==> src/rtl/rotating_slot_message_pool_defines.svh <==
// Assertion macros shared by the rotating slot message pool RTL.
// No dependencies; included by the files that carry assertions.
`ifndef ROTATING_SLOT_MESSAGE_POOL_DEFINES_SVH
`define ROTATING_SLOT_MESSAGE_POOL_DEFINES_SVH
`ifndef SYNTHESIS
// Property checked on every clock while reset is released.
`define RSMP_ASSERT(lbl, clk, rst_n, prop) \
  lbl: assert property (@(posedge clk) disable iff (!rst_n) prop) \
    else $error("rsmp assertion failed");
// Property checked on every clock, reset included.
`define RSMP_ASSERT_ALWAYS(lbl, clk, prop) \
  lbl: assert property (@(posedge clk) prop) \
    else $error("rsmp assertion failed");
`else
`define RSMP_ASSERT(lbl, clk, rst_n, prop)
`define RSMP_ASSERT_ALWAYS(lbl, clk, prop)
`endif
`endif

==> src/rtl/rsmp_pkg.sv <==
// Package for the rotating slot message pool: sizes, codes and shared types.
// No dependencies.
package rsmp_pkg;

  localparam int SLOTS        = 16;
  localparam int PAYLOAD_BITS = 64;
  localparam int IO_BITS      = 64;
  localparam int SLOT_W       = $clog2(SLOTS);

  localparam logic [SLOTS-1:0] SLOT_ONE = {{(SLOTS-1){1'b0}}, 1'b1};

  typedef enum logic {
    OP_ADD = 1'b0,
    OP_GET = 1'b1
  } op_t;

  typedef enum logic [1:0] {
    ST_IDLE,
    ST_FIND,
    ST_EXEC,
    ST_SEND
  } state_t;

  typedef struct packed {
    logic load;
    logic find;
    logic exec;
  } cmd_t;

endpackage

==> src/rtl/rsmp_in_if.sv <==
// Request channel of the rotating slot message pool.
// Depends on rsmp_pkg.
interface rsmp_in_if;
  logic                        valid;
  logic                        ready;
  logic                        opcode;
  logic [rsmp_pkg::IO_BITS-1:0] payload_in;

  modport source (output valid, output opcode, output payload_in, input ready);
  modport sink   (input valid, input opcode, input payload_in, output ready);
endinterface

==> src/rtl/rsmp_out_if.sv <==
// Result channel of the rotating slot message pool.
// Depends on rsmp_pkg.
interface rsmp_out_if;
  logic                        valid;
  logic                        ready;
  logic                        ok;
  logic [rsmp_pkg::IO_BITS-1:0] payload_out;

  modport source (output valid, output ok, output payload_out, input ready);
  modport sink   (input valid, input ok, input payload_out, output ready);
endinterface

==> src/rtl/rotating_slot_message_pool.sv <==
// Rotating slot message pool: one transaction in, one result transaction out.
// A request is loaded in idle, then passes the find and execute states; the
// result is held in send until taken. No new request is accepted until then:
// the load/find/execute/send sequence shares one search unit and one store.
// Reset (rst_n low, synchronous): all slots empty, head at slot zero, idle.
module rotating_slot_message_pool (
  input  logic       clk,
  input  logic       rst_n,
  rsmp_in_if.sink    in_ch,
  rsmp_out_if.source out_ch
);

  // Command bundle from the sequencer to the slot datapath.
  rsmp_pkg::cmd_t cmd;

  // Sequencer: accept a request only when idle, then step the datapath
  // through search and update, and hold the result until it is taken.
  rsmp_ctrl u_ctrl (
    .clk       (clk),
    .rst_n     (rst_n),
    .in_valid  (in_ch.valid),
    .in_ready  (in_ch.ready),
    .out_valid (out_ch.valid),
    .out_ready (out_ch.ready),
    .cmd       (cmd)
  );

  // Datapath: capture the request, search the ring from the head with a
  // rotating priority encoder, then store or take out the slot payload.
  rsmp_datapath u_dp (
    .clk         (clk),
    .rst_n       (rst_n),
    .cmd         (cmd),
    .in_opcode   (in_ch.opcode),
    .in_payload  (in_ch.payload_in),
    .out_ok      (out_ch.ok),
    .out_payload (out_ch.payload_out)
  );

endmodule

==> src/rtl/rsmp_ctrl.sv <==
// Sequencer of the rotating slot message pool: load, find, execute, send.
// Depends on rsmp_pkg.
module rsmp_ctrl (
  input  logic           clk,
  input  logic           rst_n,
  input  logic           in_valid,
  output logic           in_ready,
  output logic           out_valid,
  input  logic           out_ready,
  output rsmp_pkg::cmd_t cmd
);

  rsmp_pkg::state_t state_r;
  rsmp_pkg::state_t state_nxt;

  always_ff @(posedge clk) begin
    if (!rst_n) begin
      state_r <= rsmp_pkg::ST_IDLE;
    end else begin
      state_r <= state_nxt;
    end
  end

  always_comb begin
    state_nxt = state_r;
    in_ready  = 1'b0;
    out_valid = 1'b0;
    cmd       = '0;
    case (state_r)
      rsmp_pkg::ST_IDLE: begin
        // Hold off requests while reset is applied.
        in_ready = rst_n;
        if (in_valid && rst_n) begin
          cmd.load  = 1'b1;
          state_nxt = rsmp_pkg::ST_FIND;
        end
      end
      rsmp_pkg::ST_FIND: begin
        cmd.find  = 1'b1;
        state_nxt = rsmp_pkg::ST_EXEC;
      end
      rsmp_pkg::ST_EXEC: begin
        cmd.exec  = 1'b1;
        state_nxt = rsmp_pkg::ST_SEND;
      end
      rsmp_pkg::ST_SEND: begin
        out_valid = 1'b1;
        if (out_ready) begin
          state_nxt = rsmp_pkg::ST_IDLE;
        end
      end
      default: begin
        state_nxt = rsmp_pkg::ST_IDLE;
      end
    endcase
  end

endmodule

==> src/rtl/rsmp_datapath.sv <==
// Slot ring datapath: valid bits, payload store, head pointer, rotating
// priority search and result register. Depends on rsmp_pkg and the defines.
`include "rotating_slot_message_pool_defines.svh"
module rsmp_datapath (
  input  logic                         clk,
  input  logic                         rst_n,
  input  rsmp_pkg::cmd_t               cmd,
  input  logic                         in_opcode,
  input  logic [rsmp_pkg::IO_BITS-1:0] in_payload,
  output logic                         out_ok,
  output logic [rsmp_pkg::IO_BITS-1:0] out_payload
);

  logic                                op_r;
  logic [rsmp_pkg::PAYLOAD_BITS-1:0]   pay_r;
  logic [rsmp_pkg::SLOTS-1:0]          valid_r;
  logic [rsmp_pkg::SLOT_W-1:0]         head_r;
  logic [rsmp_pkg::PAYLOAD_BITS-1:0]   mem_r [rsmp_pkg::SLOTS];
  logic                                found_r;
  logic [rsmp_pkg::SLOT_W-1:0]         idx_r;
  logic                                ok_r;
  logic [rsmp_pkg::PAYLOAD_BITS-1:0]   res_r;

  logic [rsmp_pkg::SLOTS-1:0]          cand;
  logic [rsmp_pkg::SLOTS-1:0]          rot;
  logic [rsmp_pkg::SLOTS-1:0]          low;
  logic [rsmp_pkg::SLOT_W-1:0]         hop;
  logic [rsmp_pkg::SLOT_W-1:0]         idx_nxt;
  logic                                add_hit;
  logic                                get_hit;

  // Rotate the candidate bits so the head lands at bit zero.
  always_comb begin
    logic [rsmp_pkg::SLOT_W:0] pos;
    cand = (op_r == rsmp_pkg::OP_GET) ? valid_r : ~valid_r;
    for (int i = 0; i < rsmp_pkg::SLOTS; i++) begin
      pos = {1'b0, head_r} + (rsmp_pkg::SLOT_W + 1)'(i);
      if (pos >= (rsmp_pkg::SLOT_W + 1)'(rsmp_pkg::SLOTS)) begin
        pos = pos - (rsmp_pkg::SLOT_W + 1)'(rsmp_pkg::SLOTS);
      end
      rot[i] = cand[pos[rsmp_pkg::SLOT_W-1:0]];
    end
  end

  // Isolate the lowest set bit and encode its distance from the head.
  always_comb begin
    logic [rsmp_pkg::SLOT_W:0] sum;
    low = rot & (~rot + rsmp_pkg::SLOT_ONE);
    hop = '0;
    for (int i = 0; i < rsmp_pkg::SLOTS; i++) begin
      if (low[i]) begin
        hop = hop | (rsmp_pkg::SLOT_W)'(i);
      end
    end
    sum = {1'b0, head_r} + {1'b0, hop};
    if (sum >= (rsmp_pkg::SLOT_W + 1)'(rsmp_pkg::SLOTS)) begin
      sum = sum - (rsmp_pkg::SLOT_W + 1)'(rsmp_pkg::SLOTS);
    end
    idx_nxt = sum[rsmp_pkg::SLOT_W-1:0];
  end

  assign add_hit = cmd.exec && found_r && (op_r == rsmp_pkg::OP_ADD);
  assign get_hit = cmd.exec && found_r && (op_r == rsmp_pkg::OP_GET);

  always_ff @(posedge clk) begin
    if (!rst_n) begin
      valid_r <= '0;
      head_r  <= '0;
    end else if (add_hit) begin
      valid_r[idx_r] <= 1'b1;
    end else if (get_hit) begin
      valid_r[idx_r] <= 1'b0;
      head_r         <= idx_r;
    end
  end

  always_ff @(posedge clk) begin
    if (add_hit) begin
      mem_r[idx_r] <= pay_r;
    end else if (get_hit) begin
      mem_r[idx_r] <= '0;
    end
  end

  always_ff @(posedge clk) begin
    if (cmd.load) begin
      op_r  <= in_opcode;
      pay_r <= in_payload[rsmp_pkg::PAYLOAD_BITS-1:0];
    end
    if (cmd.find) begin
      found_r <= |rot;
      idx_r   <= idx_nxt;
    end
    if (cmd.exec) begin
      ok_r  <= found_r;
      res_r <= get_hit ? mem_r[idx_r] : '0;
    end
  end

  assign out_ok      = ok_r;
  assign out_payload = (rsmp_pkg::IO_BITS)'(res_r);

  `RSMP_ASSERT(a_add_fills_one, clk, rst_n,
    add_hit |=> ($countones(valid_r) == $past($countones(valid_r)) + 1))
  `RSMP_ASSERT(a_get_moves_head, clk, rst_n,
    get_hit |=> (head_r == $past(idx_r)) && !valid_r[$past(idx_r)])
  `RSMP_ASSERT(a_get_miss_empty, clk, rst_n,
    (cmd.exec && !found_r && (op_r == rsmp_pkg::OP_GET)) |-> (valid_r == '0))
  `RSMP_ASSERT(a_add_miss_full, clk, rst_n,
    (cmd.exec && !found_r && (op_r == rsmp_pkg::OP_ADD)) |-> (&valid_r))

endmodule
==> src/flat_wrapper.sv <==
// flat-port wrapper written by rule: the top's interface ports become plain ports
module rotating_slot_message_pool_flat 
  (clk, rst_n, in_ch_valid, in_ch_opcode, in_ch_payload_in, in_ch_ready, out_ch_valid, out_ch_ok, out_ch_payload_out, out_ch_ready);
  rsmp_in_if in_ch_i ();
  rsmp_out_if out_ch_i ();
  input  logic clk;
  input  logic rst_n;
  input wire logic [$bits(in_ch_i.valid)-1:0] in_ch_valid;
  input wire logic [$bits(in_ch_i.opcode)-1:0] in_ch_opcode;
  input wire logic [$bits(in_ch_i.payload_in)-1:0] in_ch_payload_in;
  output wire logic [$bits(in_ch_i.ready)-1:0] in_ch_ready;
  output wire logic [$bits(out_ch_i.valid)-1:0] out_ch_valid;
  output wire logic [$bits(out_ch_i.ok)-1:0] out_ch_ok;
  output wire logic [$bits(out_ch_i.payload_out)-1:0] out_ch_payload_out;
  input wire logic [$bits(out_ch_i.ready)-1:0] out_ch_ready;
  assign in_ch_i.valid = in_ch_valid;
  assign in_ch_i.opcode = in_ch_opcode;
  assign in_ch_i.payload_in = in_ch_payload_in;
  assign in_ch_ready = in_ch_i.ready;
  assign out_ch_valid = out_ch_i.valid;
  assign out_ch_ok = out_ch_i.ok;
  assign out_ch_payload_out = out_ch_i.payload_out;
  assign out_ch_i.ready = out_ch_ready;
  rotating_slot_message_pool u_core (.clk(clk), .rst_n(rst_n), .in_ch(in_ch_i), .out_ch(out_ch_i));
endmodule
==> config.mk <==
export PLATFORM = sky130hd
export DESIGN_NAME = rotating_slot_message_pool_flat
export DESIGN_NICKNAME = d
export VERILOG_FILES = /design/src/rtl/rsmp_pkg.sv /design/src/rtl/rsmp_in_if.sv /design/src/rtl/rsmp_out_if.sv /design/src/rtl/rotating_slot_message_pool.sv /design/src/rtl/rsmp_ctrl.sv /design/src/rtl/rsmp_datapath.sv /design/src/flat_wrapper.sv
export VERILOG_INCLUDE_DIRS = /design/src /design/src/rtl
export SDC_FILE = /design/constraint.sdc
export NUM_CORES = 1
export LEC_CHECK = 0
export BUFFER_PORTS_ARGS = -buffer_cell sky130_fd_sc_hd__buf_4
export CAP_MARGIN = 25
export CORE_ASPECT_RATIO = 0.7
export CORE_MARGIN = 2
export CORE_UTILIZATION = 55
export CTS_CLUSTER_SIZE = 24
export DETAILED_ROUTE_END_ITERATION = 8
export PLACE_DENSITY = 0.72
export REMOVE_ABC_BUFFERS = 1
export SETUP_SLACK_MARGIN = 0.02
export SYNTH_ARGS = -nofsm -noshare
export SYNTH_HDL_FRONTEND = slang
export SYNTH_SLANG_ARGS = --single-unit
==> constraint.sdc <==
create_clock -name clk -period 8.7 [get_ports clk]
set_input_delay 1.74 -clock clk [delete_from_list [all_inputs] [get_ports clk]]
set_output_delay 1.74 -clock clk [all_outputs]
set_load 0.01 [all_outputs]
Word-level counts from Yosys, hierarchy flattened --
Memories as Yosys holds them, arrays and structs flattened. A register that Yosys moved wholly into a read port is not among the register bits. Index checks and enable logic that the tools add are counted.
Cells by class: bitwise gates (word level) 9, reduce and logical (&&, ||, !) cells 11, multiplexer cells 84, add/subtract/negate cells 34, equality and inequality tests 5, $lt $le $gt $ge 35
Operators by type and width (number):
- $mux W4 | 25
- $lt A4 B5 Y1 const B | 17
- $ge A5 B5 Y1 const B | 16
- $sub A4 B1 Y4 const B | 17
- $bmux W1 S4 | 16
- $mux W64 | 1
- $mux W16 | 3
- $not A16 Y16 | 3
- $add A4 B4 Y5 const B | 8
- $and A16 B16 Y16 | 2
- $mux W1 | 29
- $add A4 B3 Y5 const B | 4
- $add A16 B1 Y16 const B | 1
- $or A16 B16 Y16 | 1
- $reduce_or A16 Y1 | 1
- $mux W3 | 4
- $add A4 B2 Y5 const B | 2
- $mux W2 | 4
- $pmux W2 S4 | 1
- $add A4 B1 Y5 const B | 1
- $add A4 B4 Y5 | 1
- $ge A4 B5 Y1 const B | 1
- $logic_and A1 B1 Y1 | 5
- $demux W1 S4 | 1
- 10 further kinds | 14
Storage, ports and cells: input port bits 69, logic and storage cells 187, register bits 93, RAM bits 1024, memories 1
Memory list:
- u_core.u_dp.mem_r | words 16, width 64, read ports 1, clocked after Yosys merged registers in 1, wr ports 1, line rsmp_datapath.sv:18 | logic [rsmp_pkg::PAYLOAD_BITS-1:0] mem_r [rsmp_pkg::SLOTS];

Longest topological paths before layout --
depth in word-level cells 26, mapped depth 17, gate-level depth less buffers 15

Cells and area by module --
From an unflattened synthesis, not the netlist that was laid out.
Second synthesis, totals: cell total of the unflattened synthesis 2026, area, all modules 46096.7 µm²
Modules (own cells, without submodules):
- rsmp_datapath | cells each 2006, area each 45917.8 µm², sequential area each 35203.8 µm², times used 1
- rsmp_ctrl | cells each 20, area each 178.9 µm², sequential area each 40.0 µm², times used 1

Least setup slack after synthesis --
OpenSTA, ideal clock, no wires.
kind flip-flop to flip-flop, start register u_core.u_ctrl.state_r[0], end memory u_core.u_dp.mem_r[0][0] (netlist name), enable pin, arrival 7207 ps, stages on the path, launching flop included 6, clock period less this slack 7776 ps, data required time 8131 ps, path slack 924 ps, path through dfxtp_1 -> inv_1 -> ha_1 -> nand2_1 -> or3_1 -> nor3_1
On the way: cells in the longest elaborated chain, start to end 8, elaborated cells between the ends (all ways) 11, those cells by class 1 x eq/ne; 6 x mux; 1 x bitwise; 3 x reduce/logical
Ends and longest elaborated chain:
- start, declared | line rsmp_ctrl.sv:13 | rsmp_pkg::state_t state_r;
- start signal, assigned | line rsmp_ctrl.sv:18 | state_r <= rsmp_pkg::ST_IDLE;
- start signal, assigned | line rsmp_ctrl.sv:20 | state_r <= state_nxt;
- $eq A2 B2 Y1 (*) | line rsmp_ctrl.sv:29 | case (state_r)
- $mux W1 (*) | line rsmp_ctrl.sv:29
- $logic_and A1 B1 Y1 (*) | line rsmp_datapath.sv:62, rsmp_datapath.sv:63
- $logic_and A1 B1 Y1 | line rsmp_datapath.sv:63 | assign get_hit = cmd.exec && found_r && (op_r == rsmp_pkg::OP_GET);
- $mux W1 | line rsmp_datapath.sv:80 | end else if (get_hit) begin
- $mux W1 | line rsmp_datapath.sv:78 | if (add_hit) begin
- $mux W1 (implied by the code) | line rsmp_datapath.sv:81 | mem_r[idx_r] <= '0;
- $or A1 B1 Y1 (no line) (*)
- end, declared | line rsmp_datapath.sv:18
Every way passes the cells marked *; elsewhere a longest branch is shown, timed or not.

Worst setup path in the final report --
start register u_core.u_dp.head_r[1] (netlist name), end register u_core.u_dp.idx_r[3] (netlist name), data pin
On the way: cells in the longest elaborated chain, start to end 26, elaborated cells between the ends (all ways) 117, those cells by class 34 x add/sub; 17 x order compare; 64 x mux; 2 x bitwise
Ends and longest elaborated chain:
- start, declared | line rsmp_datapath.sv:17 | logic [rsmp_pkg::SLOT_W-1:0] head_r;
- start signal, assigned | line rsmp_datapath.sv:73 | head_r <= idx_r;
- $add A4 B1 Y5 | line rsmp_datapath.sv:37 | pos = {1'b0, head_r} + (rsmp_pkg::SLOT_W + 1)'(i);
- $sub A4 B1 Y4 or $ge A5 B5 Y1 (tied branches) | line rsmp_datapath.sv:39, rsmp_datapath.sv:38
- $mux W4 | line rsmp_datapath.sv:38 | if (pos >= (rsmp_pkg::SLOT_W + 1)'(rsmp_pkg::SLOTS)) begin
- $bmux W1 S4 | line rsmp_datapath.sv:41 | rot[i] = cand[pos[rsmp_pkg::SLOT_W-1:0]];
- $mux W1 (implied by the code) | line rsmp_datapath.sv:41
- $not A16 Y16 | line rsmp_datapath.sv:48 | low = rot & (~rot + rsmp_pkg::SLOT_ONE);
- $add A16 B1 Y16 | line rsmp_datapath.sv:48
- $and A16 B16 Y16 | line rsmp_datapath.sv:48
- $mux W1 | line rsmp_datapath.sv:51 | if (low[i]) begin
- $mux W2 (2 in series) | line rsmp_datapath.sv:51
- $mux W3 (4 in series) | line rsmp_datapath.sv:51
- $mux W4 (8 in series) | line rsmp_datapath.sv:51
- $add A4 B4 Y5 (*) | line rsmp_datapath.sv:55 | sum = {1'b0, head_r} + {1'b0, hop};
- $sub A4 B1 Y4 or $ge A5 B5 Y1 (tied branches) | line rsmp_datapath.sv:57, rsmp_datapath.sv:56
- $mux W4 (*) | line rsmp_datapath.sv:56 | if (sum >= (rsmp_pkg::SLOT_W + 1)'(rsmp_pkg::SLOTS)) begin
- net u_core.u_dp.idx_nxt, one bit | line rsmp_datapath.sv:28 | logic [rsmp_pkg::SLOT_W-1:0] idx_nxt;
- end signal, assigned | line rsmp_datapath.sv:92 | idx_r <= idx_nxt;
- end, declared | line rsmp_datapath.sv:20 | logic [rsmp_pkg::SLOT_W-1:0] idx_r;
The timed path passes the listed nets; every way through them passes the cells marked *. The select of a mux whose other input is x is not followed. A chain may end at the register's enable or synchronous reset.

==> flow_metrics.py <==
metrics = {
    "die": {
        "pin_count": 136,
        "core_area_mm2": 0.08236,
        "initial_core_util": 0.5554,
        "fp.dieH_um": 245.3,
        "rows": 88,
        "die_w_um": 348.7,
        "die-area_mm2": 0.08552,
    },
    "yosys": {
        "ys_ff_latch": 1181,
        "synth.distinct_cells": 55,
        "ys_seq_area_frac": 0.7705,
        "syn_inst": 1987,
        "synthArstFlopShare": 0,
        "syn_area_mm2": 0.04574,
        "avgSynthCellArea_um2": 23.02,
        "synth_edf_count": 1159,
        "yosysWarnings": 0,
        "synth_ff_type": "edfxtp_1",
    },
    "power_and_ir_drop": {
        "p_leak_nw": 16.48,
        "p_per_area_mw_per_mm2": 283.5,
        "vdd.ir_drop.worst_uv": 178.0,
    },
    "timing": {
        "clock_skew_ns": 0.02540,
        "post-route-period-util": 0.5441,
        "totalNegativeSetupSlack_ns": 0,
        "finalCriticalPeriod_ns": 4.734,
        "hold_viol_final": 0,
        "hold_slack_ns": 0.5431,
        "slew_headroom": 0.2765,
        "setup_viol": 0,
        "tightest_slew_ns": 1.085,
        "fmax_mhz": 211.3,
        "rsz0062_at_grt": "false",
        "slew_violations": 0,
    },
    "clock_tree": {
        "cts_setup_buffers": 0,
        "cts_resized": 0,
        "cts-root-buf": "clkbuf_16",
        "numCtsBuffers": 107,
        "htree_num_levels": 3,
        "clk_latency_ns": 0.69,
        "ctsHoldBuffers": 0,
        "cts.sinks": 1181,
        "cts_tree": "yes",
        "cts.clk_slew.worst_paths_ns": 0.06,
        "clock_tree.buffer_depth": 3,
    },
    "routing": {
        "via_per_inst": 6.324,
        "firstDrtPassIters": 5,
        "wl_met2_um": 47670,
        "vias": 21130,
        "postRouteWirelength_um": 97740,
        "drc": 0,
        "drt.antenna.violating_nets": 0,
        "wire_per_inst_um": 29.26,
        "drt_iter0_drc": 2350,
        "routed.top_layer": "met4",
        "wl_met3_um": 7523,
        "wl_met1_um": 40390,
    },
    "status": {
        "outcome": "finished clean",
    },
    "finish": {
        "syn_to_final_growth_pct": 12.80,
        "final_common_cell": "edfxtp_1",
        "num_antenna_cells": 0,
        "register_area_mm2": 0.03524,
        "nets": 2263,
        "fillers": 5435,
        "drive_gt1_frac": 0.3065,
        "mostFrequentLayoutCells": "edfxtp_1, mux4_2, buf_4",
        "multi_input_area_mm2": 0.01018,
    },
    "min_path": {
        "hold_path_depth": 1,
        "hold_path.class": "reg -> reg",
    },
    "critical_path": {
        "slowest_stage": "dfxtp_1",
        "crit_required_ns": 9.14,
        "worstSetupPathType": "reg -> reg",
        "crit_fanout": 20,
        "cp.arrival_ns": 5.17,
        "cpPeakStageDelay_ns": 0.78,
        "cp-end-kind": "register",
        "rrSetupSlack_ns": 3.97,
        "cp-start-kind": "register",
        "r2r-end": "u_core.u_dp.idx_r[3]",
        "r2r_start": "u_core.u_dp.head_r[1]",
        "ff2ff_path_depth": 14,
        "path_cells": "inv_1 -> ha_1 -> xnor2_1 -> mux4_1 -> mux2_2 -> and2_1 -> o31ai_1 -> a21boi_0 -> o22ai_1 -> ha_1 -> a21o_1 -> a21oi_1 -> xnor2_1 -> xnor2_1",
        "crit_path_frequent_cell": "xnor2_1",
    },
    "grt": {
        "grt_max_degree": 143,
        "grt_first_pass_wirelength_um": 144100,
        "grt_overflow": 0,
        "grt_antenna_before_repair": 1,
        "grt_pass1_vias": 21720,
        "grt_use_total": 0.2332,
    },
    "placement": {
        "dp_hpwl_um": 49080,
        "io_buffers": 135,
        "gp_congestion": 0.8179,
    },
    "run": {
        "cap_violations": 0,
    },
}
==> Yosys cell counts, drive strengths merged (2+ instances only) <==
cell type	count	area share
a21boi	6	0.00098
a21o	3	0.00049
a21oi	11	0.0012
a22oi	4	0.00066
and2	131	0.018
and3	2	0.00027
buf	29	0.0031
clkbuf	76	0.0062
dfxtp	22	0.0096
edfxtp	1159	0.76
ha	15	0.0041
inv	8	0.00066
mux2	5	0.0012
mux2i	29	0.0063
mux4	332	0.16
nand2	36	0.0030
nand2b	5	0.00068
nand3	5	0.00055
nand3b	3	0.00049
nand4	3	0.00055
nor2	20	0.0016
nor2b	4	0.00055
nor3	7	0.00077
nor3b	2	0.00033
o211a	17	0.0037
o21ai	2	0.00022
o22ai	2	0.00027
o31ai	2	0.00033
or3b	2	0.00038
or4b	2	0.00044
xnor2	25	0.0048
xor2	4	0.00093
==> state kept, by name (all words and copies together), names as in the netlist, named ones only <==
| signal | count |
|---|---|
| u_core.u_dp.out_payload | 64 |
| u_core.u_dp.pay_r | 64 |
| u_core.u_dp.out_ok | 1 |
| u_core.u_ctrl.state_r | 2 |
| u_core.u_dp.head_r | 4 |
| u_core.u_dp.mem_r | 1024 |
| u_core.u_dp.found_r | 1 |
| u_core.u_dp.idx_r | 4 |
| u_core.u_dp.op_r | 1 |
==> area by class of cell <==
cell class,instances,area share
Sequential cell,1181,0.6831
Multi-Input combinational cell,692,0.1973
Clock buffer,125,0.05362
Timing Repair Buffer,187,0.02924
Tap cell,1080,0.02619
Clock inverter,67,0.009942
Inverter,9,0.0006547
==> layer usage <==
metal / track usage / vias up
met5: 0 / -
met1: 0.3387 / 11340
met4: 0.05730 / 0
met3: 0.04426 / 143
li1: - / 8721
met2: 0.3728 / 928
==> power breakdown <==
group          total [mW]  internal (mW)  switching [mW]
Clock                4.43           2.42            2.01
Sequential           6.93           6.83           0.101
Combinational        3.26           1.54            1.72
Total                14.6           10.8            3.83
==> kinds of logic (layout without fill, tap and decap cells) <==
family | Yosys count | in the layout | share of synthesized area
xor gates and xnor gates | 29 | 29 | 0.005717
adders and majority gates | 16 | 16 | 0.004541
AOI/OAI and AO/OA | 54 | 54 | 0.009164
and+or+nand+nor | 227 | 227 | 0.02859
muxes | 366 | 366 | 0.1714
buffers and inverters | 114 | 388 | 0.01009
DFF | 1181 | 1181 | 0.7705
==> worst max path at each step <==
stage / start / endpoint / slack (ns) / cells past startpoint
4_1_cts: u_core.u_dp.head_r[1] / u_core.u_dp.idx_r[3] / 4.02 / 14
5_1_grt: u_core.u_dp.head_r[1] / u_core.u_dp.idx_r[3] / 3.65 / 14
3_3_place_gp: u_core.u_dp.head_r[0] / u_core.u_dp.idx_r[3] / 4.08 / 14
6_report: u_core.u_dp.head_r[1] / u_core.u_dp.idx_r[3] / 3.97 / 14
3_5_place_dp: u_core.u_dp.head_r[1] / u_core.u_dp.idx_r[3] / 4.03 / 14
2_1_floorplan: u_core.u_dp.idx_r[0] / u_core.u_dp.mem_r[0][0] / -13.20 / 1
==> worst max-delay path: cells and delay by family (launching register included) <==
kind,cells,cell delay (ns)
DFF,1,0.78
buffers and inverters,1,0.38
AOI/OAI and AO/OA,5,0.92
and+or+nand+nor,1,0.18
adders and majority gates,2,0.56
xor gates and xnor gates,3,0.68
muxes,2,0.98
==> stage by stage <==
| step | total power [mW] | utilization | worst slack [ns] | std cells | area, µm² |
|---|---|---|---|---|---|
| finish | 14.63 | 0.6265 | 3.966 | 3341 | 51600 |
| global route | 15.19 | 0.6265 | 3.653 | 3341 | 51600 |
| CTS | 14.71 | 0.6255 | 4.024 | 3338 | 51510 |
| detailed placement | 10.31 | 0.5857 | 4.033 | 3146 | 48240 |
| global placement | 10.23 | 0.5855 | 4.084 | 3145 | 48220 |
| floorplan | 10.06 | - | -13.20 | 1882 | 45310 |
(Power assumes the default switching activity.)
